===== src/hdl/fmnd_pkg.sv =====
`default_nettype none

package fmnd_pkg;

    // internal index width, covers the largest table depth plus one
    localparam int IDX_W = 21;

    localparam int LUMA_W      = 8;
    localparam int ADDR16_W    = 16;
    localparam int DIST_W      = 8;
    localparam int LIST_W      = 17;
    localparam int RANGE_W     = 2 * LIST_W;
    localparam int NBR_W       = ADDR16_W + DIST_W;

    // s_tdata field positions
    localparam int LUMA_LSB      = 0;
    localparam int PIX_ADDR_LSB  = LUMA_LSB + LUMA_W;
    localparam int ENTRY_LSB     = PIX_ADDR_LSB + ADDR16_W;
    localparam int NPIX_LSB      = ENTRY_LSB + ADDR16_W;
    localparam int NDIST_LSB     = NPIX_LSB + ADDR16_W;
    localparam int LSTART_LSB    = NDIST_LSB + DIST_W;
    localparam int LEND_LSB      = LSTART_LSB + LIST_W;
    localparam int S_TDATA_W     = 104;
    localparam int M_TDATA_W     = 8;
    localparam int FUNC_W        = 2;

    localparam int APB_DATA_W    = 32;
    localparam int CFG_ADDR_W    = 3;

    localparam logic [LUMA_W-1:0] BRIGHT_THR_RESET = 8'd40;

    localparam logic [0:0] REG_BRIGHT_THR = 1'b0;

    typedef enum logic [FUNC_W-1:0] {
        FUNC_PIXEL    = 2'd0,
        FUNC_NBR_WR   = 2'd1,
        FUNC_RANGE_WR = 2'd2
    } func_t;

    typedef enum logic [5:0] {
        ST_IDLE  = 6'b000001,
        ST_TEST  = 6'b000010,
        ST_NREAD = 6'b000100,
        ST_NCHK  = 6'b001000,
        ST_PCHK  = 6'b010000,
        ST_DONE  = 6'b100000
    } state_t;

    typedef struct packed {
        logic                  psel;
        logic                  penable;
        logic                  pwrite;
        logic [CFG_ADDR_W-1:0] paddr;
        logic [APB_DATA_W-1:0] pwdata;
    } apb_req_t;

endpackage

`default_nettype wire


===== src/hdl/fmnd_apb_regs.sv =====
`default_nettype none

module fmnd_apb_regs (
    input  wire logic                               aclk,
    input  wire logic                               aresetn,
    input  wire fmnd_pkg::apb_req_t                 apb_req,
    output logic [fmnd_pkg::APB_DATA_W-1:0]         prdata,
    output logic [fmnd_pkg::LUMA_W-1:0]             bright_thr
);

    logic [fmnd_pkg::LUMA_W-1:0] thresh_reg;
    logic [fmnd_pkg::LUMA_W-1:0] thresh_next;
    logic                        wr_en;
    logic [0:0]                  reg_idx;

    // word index: byte address divided by four
    assign reg_idx = apb_req.paddr[2];
    assign wr_en   = apb_req.psel && apb_req.penable && apb_req.pwrite;

    always_comb begin
        thresh_next = thresh_reg;
        if (wr_en && reg_idx == fmnd_pkg::REG_BRIGHT_THR) begin
            thresh_next = apb_req.pwdata[fmnd_pkg::LUMA_W-1:0];
        end
    end

    always_ff @(posedge aclk) begin
        if (!aresetn) begin
            thresh_reg <= fmnd_pkg::BRIGHT_THR_RESET;
        end else begin
            thresh_reg <= thresh_next;
        end
    end

    always_comb begin
        unique case (reg_idx)
            fmnd_pkg::REG_BRIGHT_THR: begin
                prdata = {{(fmnd_pkg::APB_DATA_W-fmnd_pkg::LUMA_W){1'b0}}, thresh_reg};
            end
            default: begin
                prdata = '0;
            end
        endcase
    end

    assign bright_thr = thresh_reg;

endmodule

`default_nettype wire


===== config.mk =====
export PLATFORM = sky130hd
export DESIGN_NAME = fmnd_apb_regs
export DESIGN_NICKNAME = d
export VERILOG_FILES = /design/src/hdl/fmnd_pkg.sv /design/src/hdl/fmnd_apb_regs.sv
export SDC_FILE = /design/constraint.sdc
export NUM_CORES = 1
export LEC_CHECK = 0
export BUFFER_PORTS_ARGS = -buffer_cell sky130_fd_sc_hd__buf_4
export CORE_MARGIN = 2
export CORE_UTILIZATION = 31
export CTS_BUF_LIST = sky130_fd_sc_hd__clkbuf_4 sky130_fd_sc_hd__clkbuf_8
export DETAILED_ROUTE_END_ITERATION = 6
export PLACE_DENSITY = 0.81
export SLEW_MARGIN = 20
export SYNTH_ARGS = -nofsm -noshare
export SYNTH_HDL_FRONTEND = slang
export SYNTH_SLANG_ARGS = --single-unit

===== constraint.sdc =====
create_clock -name aclk -period 1 [get_ports aclk]
set_clock_uncertainty 0.2 [all_clocks]
set_input_delay 0.15 -clock aclk [delete_from_list [all_inputs] [get_ports aclk]]
set_output_delay 0.15 -clock aclk [all_outputs]
set_load 0.02 [all_outputs]

==> out/results.tsv, run 1 <==
metric	value	unit
# Max-Cap Violations	0	
Reg2Reg Setup Slack	-0.02	ns
hold crit path type	input pin to flop	
# clock sinks	8	
worst hold slack	-0.0374	ns
worst reg2reg path endpoint	bright_thr[5]$_SDFFE_PN1P_	
clock buffer count from CTS	3	
initial detailed-routing violation count	4	
synthesized cell area	589	um^2
initial antenna violation count	0	
final-layout fill cell count	154	
multi-input logic area	328	um^2
root buffer cell	clkbuf_4	
WL final	1590	um
WHS Path Cells	3	
hpwl dp	1050	um
Final WS setup	-0.250	ns
wire per inst	10.9	um
Pleak	0.000581	uW
register area share after synthesis	27.2	%
post-layout util	60.7	%
worst setup path class	flop to output pin	
Slew Viols, Final	0	
first-pass GRT wire length	2080	um
die width	47.6	um
Initial Util	33.4	%
Worst Path Max Fanout	2	
setup violators final	18	
row count	15	
hold_buf cts	6	
Syn Area/Cell	8.67	um^2
Vias	558	
Unique masters post-synth	10	
Die ar.	2270	um^2
power density over cell area	805	nW/um^2
Worst Hold Launch	apb_req[3]	
status	finished, violations left	
RSZ-0062 raised after global routing	yes	
GRT Total Usage	14.2	%
share of post-route cells with drive strength above 1	56.7	%
I/O pin count	80	
Worst VDD drop	0.000417	V
overall power	862	uW
grt ovf	0	
Worst-path clk slew	0.06	ns
failing checks	negative hold slack, negative setup slack	
IO buf count	29	
hold endpoint	bright_thr[3]$_SDFFE_PN1P_	
min cycle time layout	1.25	ns
H-tree levels	1	
RR Startpoint	bright_thr[5]$_SDFFE_PN1P_	
Area Growth Syn to Fin	81.7	%
max reg flops	8	
maximum clock rate	0.800	GHz
DRT Pass-1 Iters	2	
vias in the first global route	493	
crit share post-route	125	%
Req. time, crit path	0.65	ns
CTS tree	done	
final hold viol count	2	
crit path capture type	output pin	
Post-Syn Instances	68	
Die Ht	47.6	um
area occupied by registers	170	um^2
register bit total from synthesis	8	
Arr. time, crit path	0.90	ns
routability cong.	0.654	
Core Box Area	1760	um^2
Synthesis Warnings	0	
Residual DRC	0	
antenna cells	0	
Worst setup SP type	flop	
drt via density	3.85	
CTS max path bufs	2	
latest clock arrival within the worst-skew pair	0.25	ns
largest net degree at the start of global routing	17	
Final Net Count	162	
DRT antenna net count	0	
r2r worst-path depth	4	
power breakdown:
part	switching, uW	internal, uW	total, uW	leakage [uW]
registers	4.50	327	332	0.0000668
logic	153	125	277	0.000500
clock network	115	138	253	0.0000138
per-stage QoR:
step	instance area, um^2	TNS, ns	std cells	setup slack, ns
2_1_floorplan	686	0	91	0.0354
3_3_place_gp	785	-1.60	125	-0.134
5_1_grt	1070	-3.62	145	-0.277
6_report	1070	-3.19	145	-0.250
3_5_place_dp	785	-1.98	125	-0.185
4_1_cts	995	-3.25	141	-0.245
area by class of cell:
class / instances / share of cell area (%)
multi-input combinational: 57 / 30.6
tap: 25 / 2.92
timing repair buffer: 52 / 48.5
sequential: 8 / 15.9
clock buffer: 3 / 2.10
worst max-delay path: stages, from the launching register on:
cell     delay (ns)
dfxtp_2        0.32
and2b_2        0.20
buf_6          0.13
per-layer routing:
layer / vias to the layer above / GRT usage [%] / part of all wire [%]
met5: - / 0 / 0
met4: 0 / 8.65 / 1.5
met3: 2 / 3.40 / 6.7
met2: 29 / 27.3 / 60
met1: 256 / 13.2 / 32
li1: 271 / - / -
layout by cell type, fill, tap and decap left out, drive strengths merged:
cell,count
nand2,12
and4b,1
dfxtp,8
and2b,8
dlygate4sd3,1
buf,46
conb,24
nor2b,4
clkbuf,3
mux2i,8
dlymetal6s4s,5
cells by family (layout without fill, tap and decap cells):
logic type	Yosys count	count (layout)	synth area share [%]
other	1	24	0.636
AND/OR/NAND/NOR	25	25	25.5
flip-flops	8	8	27.2
buffers and inverters	26	55	33.1
multiplexers	8	8	13.6
cells in the mapped netlist:
cell / instances / share of area [%]
nor2b_1: 4 / 4.2
conb_1: 1 / 0.64
and2b_2: 8 / 12
buf_4: 24 / 31
nand2_1: 12 / 7.6
buf_6: 1 / 1.9
clkbuf_1: 1 / 0.64
mux2i_1: 8 / 14
dfxtp_1: 8 / 27
and4b_1: 1 / 1.7
worst max path at each step:
| stage | from | end | slack, ns |
|---|---|---|---|
| final | bright_thr[6]$_SDFFE_PN0P_ | prdata[6] | -0.25 |
| after detailed placement | apb_req[34] | bright_thr[2]$_SDFFE_PN0P_ | -0.18 |
| after floorplan | apb_req[34] | bright_thr[0]$_SDFFE_PN0P_ | 0.04 |
| after global routing | bright_thr[6]$_SDFFE_PN0P_ | prdata[6] | -0.28 |
| after CTS | bright_thr[5]$_SDFFE_PN1P_ | prdata[5] | -0.25 |
| after global placement | apb_req[34] | bright_thr[2]$_SDFFE_PN0P_ | -0.13 |
timing repair:
item / 4_1_cts / 5_1_grt
gates resized for setup: 20 / 15
setup endpoints to repair: 16 / 22
hold endpoints to repair: 8 / 2
buffers inserted: 7 / 5
(Power assumes the default switching activity.)
==> run 2, diff against run 1 <==
Settings changed: REMOVE_ABC_BUFFERS set to 1.
==> out/results.tsv, run 2 (synthesized netlist as in run 1, its figures left out) <==
metric	value	unit	change
hpwl dp	979	um	-6.4%
worst reg2reg path endpoint	bright_thr[3]$_SDFFE_PN1P_		
Worst-path clk slew	0.05	ns	about the same
die width	47.6	um	unchanged
latest clock arrival within the worst-skew pair	0.25	ns	about the same
Final Net Count	160		-1.2%
Worst Path Max Fanout	2		unchanged
vias in the first global route	491		-0.41%
initial antenna violation count	0		unchanged
wire per inst	10.2	um	-7.0%
Max stage delay on crit path	0.32	ns	about the same
power density over cell area	809	nW/um^2	+0.50%
maximum clock rate	0.812	GHz	+1.5%
r2r worst-path depth	4		unchanged
Die ar.	2270	um^2	unchanged
Slew Viols, Final	0		unchanged
Arr. time, crit path	0.88	ns	-0.02 ns
min cycle time layout	1.23	ns	-0.0187 ns
setup violators final	18		unchanged
routability cong.	0.663		+1.2%
Reg2Reg Setup Slack	-0.01	ns	about the same
Vias	547		-2.0%
antenna cells	0		unchanged
largest net degree at the start of global routing	17		unchanged
GRT Total Usage	13.2	%	-0.95 points
Critical path destination	prdata[4]		
Setup TNS	-3.00	ns	+0.191 ns
first-pass GRT wire length	2030	um	-2.6%
DRT Pass-1 Iters	2		unchanged
worst setup path class	flop to output pin		
CTS max path bufs	2		unchanged
Final WS setup	-0.231	ns	+0.0187 ns
Initial Util	33.4	%	unchanged
I/O pin count	80		unchanged
grt ovf	0		unchanged
Top delay family on crit path	flip-flops		
RSZ-0062 raised after global routing	yes		
Req. time, crit path	0.65	ns	about the same
Die Ht	47.6	um	unchanged
crit share post-route	123	%	-1.9 points
# Max-Cap Violations	0		unchanged
initial detailed-routing violation count	4		unchanged
H-tree levels	1		unchanged
failing checks	negative hold slack, negative setup slack		
most frequent cells in the layout	buf_6 (25), conb_1 (24), buf_4 (19)		
Worst Hold Launch	apb_req[5]		
RR Startpoint	bright_thr[3]$_SDFFE_PN1P_		
row count	15		unchanged
cell area after layout	1040	um^2	-3.0%
Critical path origin	bright_thr[4]$_SDFFE_PN0P_		
Cell Chain, Critical Path	and2b_2, buf_6		
WL final	1450	um	-8.3%
CTS tree	done		
Critical Path Stages	2		unchanged
final hold viol count	2		unchanged
most common cell after layout, fill and taps aside	buf_6		
share of post-route cells with drive strength above 1	54.2	%	-2.4 points
Worst setup SP type	flop		
drt via density	3.83		-0.60%
crit path capture type	output pin		
worst hold slack	-0.0303	ns	+0.00713 ns
worst path bufs/invs	1		unchanged
Residual DRC	0		unchanged
post-layout util	58.9	%	-1.8 points
clock buffer count from CTS	3		unchanged
Worst path slowest cell	dfxtp_2		
Worst VDD drop	0.000624	V	+50%
root buffer cell	clkbuf_4		
DRT antenna net count	0		unchanged
Pleak	0.000549	uW	-5.4%
Placement Cell Area	797	um^2	+1.6%
# clock sinks	8		unchanged
IO buf count	29		unchanged
Core Box Area	1760	um^2	unchanged
Area Growth Syn to Fin	76.2	%	
status	finished, violations left		
hold crit path type	input pin to flop		
max reg flops	8		unchanged
run 2: changes by cell type in the layout (fill, tap and decap cells not counted):
cell	previous run	this run
dlymetal6s4s_1	5	3
nand2_1	9	11
nand2_2	3	1
buf_6	27	25
dlygate4sd3_1	1	3
run 2: worst min-delay path by stage:
stage / endpoint / slack, ns / depth (start not counted)
floorplan: bright_thr[0]$_SDFFE_PN0P_ / 0.09 / 2
global placement: bright_thr[7]$_SDFFE_PN0P_ / 0.21 / 3
detailed placement: bright_thr[2]$_SDFFE_PN0P_ / 0.22 / 3
CTS: bright_thr[3]$_SDFFE_PN1P_ / -0.04 / 3
global route: bright_thr[3]$_SDFFE_PN1P_ / 0.01 / 3
finish: bright_thr[5]$_SDFFE_PN1P_ / -0.03 / 3
run 2: layout make-up:
cell class | count | area, um^2
Clock buffer | 3 | 22.5
Fill cell | 172 | 726
Multi-Input combinational cell | 57 | 323
Sequential cell | 8 | 170
Tap cell | 25 | 31.3
Timing Repair Buffer | 50 | 492
run 2: power breakdown:
part	switching, uW	internal [uW]
Clock	101	137
Combinational	150	120
Sequential	4.34	328
Total	255	584
run 2: timing repair:
item,CTS,global route
setup buffers,5,1
hold buffers,6,0
resized for setup,30,7
endpoints found under the setup margin,16,20
hold endpoints to repair,8,0
run 2: metal layers:
metal / wire [um] / vias to the layer above / track usage (%)
met3: 139 / 0 / 6.79
met1: 481 / 247 / 12.4
met2: 832 / 35 / 25.9
met5: 0 / - / 0
li1: - / 265 / -
met4: 0 / 0 / 1.62
run 2: worst reg2reg max path, delay by kind of cell, from the launching register on:
kind	cells	cell delay (ns)
flops	1	0.32
buf+inv	2	0.21
simple gates	1	0.10
mux	1	0.08
run 2: stage by stage:
step | hold WS, ns | setup WS [ns] | total power (uW) | cells
after floorplan | 0.0921 | -0.0987 | 466 | 65
after global placement | 0.210 | -0.115 | 553 | 128
after detailed placement | 0.216 | -0.130 | 556 | 128
after CTS | -0.0370 | -0.242 | 845 | 142
after global routing | 0.0111 | -0.270 | 892 | 143
final | -0.0303 | -0.231 | 840 | 143
==> run 3, diff against run 2 <==
Settings changed: CORE_UTILIZATION 31 to 28, PLACE_DENSITY 0.81 to 0.74.
==> out/results.tsv, run 3 (synthesized netlist as in run 1, its figures left out) <==
metric	value	unit	change
Core Box Area	1980	um^2	+12%
Die ar.	2490	um^2	+9.8%
WL final	1410	um	-3.2%
Reg2Reg Setup Slack	-0.04	ns	-0.03 ns
met3 wire len	105	um	-24%
Pleak	0.000569	uW	+3.7%
final hold viol count	2		unchanged
Initial Util	29.7	%	-3.7 points
Worst Path Max Fanout	2		unchanged
routed length on met1	480	um	-0.21%
dpl cells	130		+1.6%
power density over cell area	792	nW/um^2	-2.0%
DR top layer	met3		
Vias	559		+2.2%
most frequent cells in the layout	buf_6 (29), conb_1 (24), buf_4 (17)		
routability cong.	0.661		-0.18%
min cycle time layout	1.24	ns	+0.0134 ns
H-tree levels	1		unchanged
hpwl dp	933	um	-4.7%
die width	49.9	um	+4.8%
largest net degree at the start of global routing	17		unchanged
CTS tree	done		
cell area after layout	1080	um^2	+4.3%
Final WS setup	-0.244	ns	-0.0134 ns
latest clock arrival within the worst-skew pair	0.25	ns	about the same
overall power	859	uW	+2.2%
post-route insts no fill	147		+2.8%
Final Net Count	162		+1.3%
vias in the first global route	499		+1.6%
IO buf count	29		unchanged
r2r worst-path depth	5		+1
Worst VDD drop	0.000492	V	-21%
Worst path slowest cell	dfxtp_2		
I/O pin count	80		unchanged
RR Startpoint	bright_thr[1]$_SDFFE_PN0P_		
antenna cells	0		unchanged
Worst setup SP type	flop		
Max stage delay on crit path	0.32	ns	about the same
max reg flops	8		unchanged
DRT antenna net count	0		unchanged
Placement Cell Area	800	um^2	+0.31%
worst hold slack	-0.0501	ns	-0.0198 ns
initial detailed-routing violation count	1		-3
maximum clock rate	0.804	GHz	-1.1%
Arr. time, crit path	0.89	ns	about the same
RSZ-0062 raised after global routing	yes		
hold crit path type	input pin to flop		
root buffer cell	clkbuf_4		
crit share post-route	124	%	+1.3 points
Worst-path clk slew	0.06	ns	about the same
DRT Pass-1 Iters	4		+2
worst reg2reg path endpoint	bright_thr[1]$_SDFFE_PN0P_		
Worst Hold Launch	apb_req[3]		
hold_buf cts	6		unchanged
hold endpoint	bright_thr[3]$_SDFFE_PN1P_		
share of post-route cells with drive strength above 1	57.5	%	+3.3 points
wire per inst	9.56	um	-5.9%
failing checks	negative hold slack, negative setup slack		
Residual DRC	0		unchanged
setup violators final	18		unchanged
Slew Viols, Final	0		unchanged
WHS Path Cells	3		unchanged
status	finished, violations left		
Cell Chain, Critical Path	and2b_2, buf_6		
drt via density	3.80		-0.59%
Req. time, crit path	0.65	ns	about the same
initial antenna violation count	0		unchanged
crit path capture type	output pin		
CTS max path bufs	2		unchanged
met2 wire length	820	um	-1.4%
grt ovf	0		unchanged
row count	16		+1
first-pass GRT wire length	2130	um	+5.1%
most common cell after layout, fill and taps aside	buf_6		
Die Ht	49.9	um	+4.8%
clock buffer count from CTS	3		unchanged
worst setup path class	flop to output pin		
# Max-Cap Violations	0		unchanged
GRT Total Usage	11.6	%	-1.6 points
Setup TNS	-3.14	ns	-0.138 ns
# clock sinks	8		unchanged
Area Growth Syn to Fin	83.9	%	
## run 3: how the worst max path moves through the flow
stage / from / cells past startpoint / to / slack (ns)
floorplan: apb_req[34] / 2 / bright_thr[0]$_SDFFE_PN0P_ / -0.1
global placement: apb_req[34] / 4 / bright_thr[5]$_SDFFE_PN1P_ / -0.14
detailed placement: apb_req[34] / 4 / bright_thr[1]$_SDFFE_PN0P_ / -0.17
CTS: bright_thr[4]$_SDFFE_PN0P_ / 2 / prdata[4] / -0.25
global route: bright_thr[1]$_SDFFE_PN0P_ / 2 / prdata[1] / -0.27
finish: bright_thr[4]$_SDFFE_PN0P_ / 2 / prdata[4] / -0.24
## run 3: cell type report
type	count	area, um^2
Sequential cell	8	170
Timing Repair Buffer	52	522
Fill cell	180	898
Multi-Input combinational cell	57	335
Tap cell	27	33.8
Clock buffer	3	22.5
## run 3: through the flow
stage | setup WS, ns | utilization [%]
finish | -0.244 | 54.7
global route | -0.275 | 54.7
CTS | -0.249 | 50.6
detailed placement | -0.166 | 40.3
global placement | -0.142 | 40.3
floorplan | -0.0987 | -
## run 3: layer usage
metal | track usage (%) | vias to the layer above
met3 | 3.03 | 0
met2 | 23.1 | 36
met5 | 0 | -
met4 | 4.17 | 0
met1 | 11.1 | 252
li1 | - | 271
## run 3: critical path, delay by kind of cell, from the launching register on
family / cells / cell delay, ns
DFF: 1 / 0.32
buffers and inverters: 1 / 0.13
and+or+nand+nor: 1 / 0.19
## run 3: repair_timing
action | CTS | global route
pin swaps | 0 | 0
hold endpoints to repair | 8 | 2
resized for setup | 26 | 19
endpoints found under the setup margin | 16 | 20
buffers inserted | 5 | 3
## run 3: where the power goes
part | internal [uW] | leakage [uW] | total, uW | switching [uW]
Clock | 138 | 0.0000138 | 251 | 114
Combinational | 125 | 0.000488 | 276 | 151
Sequential | 327 | 0.0000668 | 331 | 3.98
Total | 590 | 0.000569 | 859 | 269
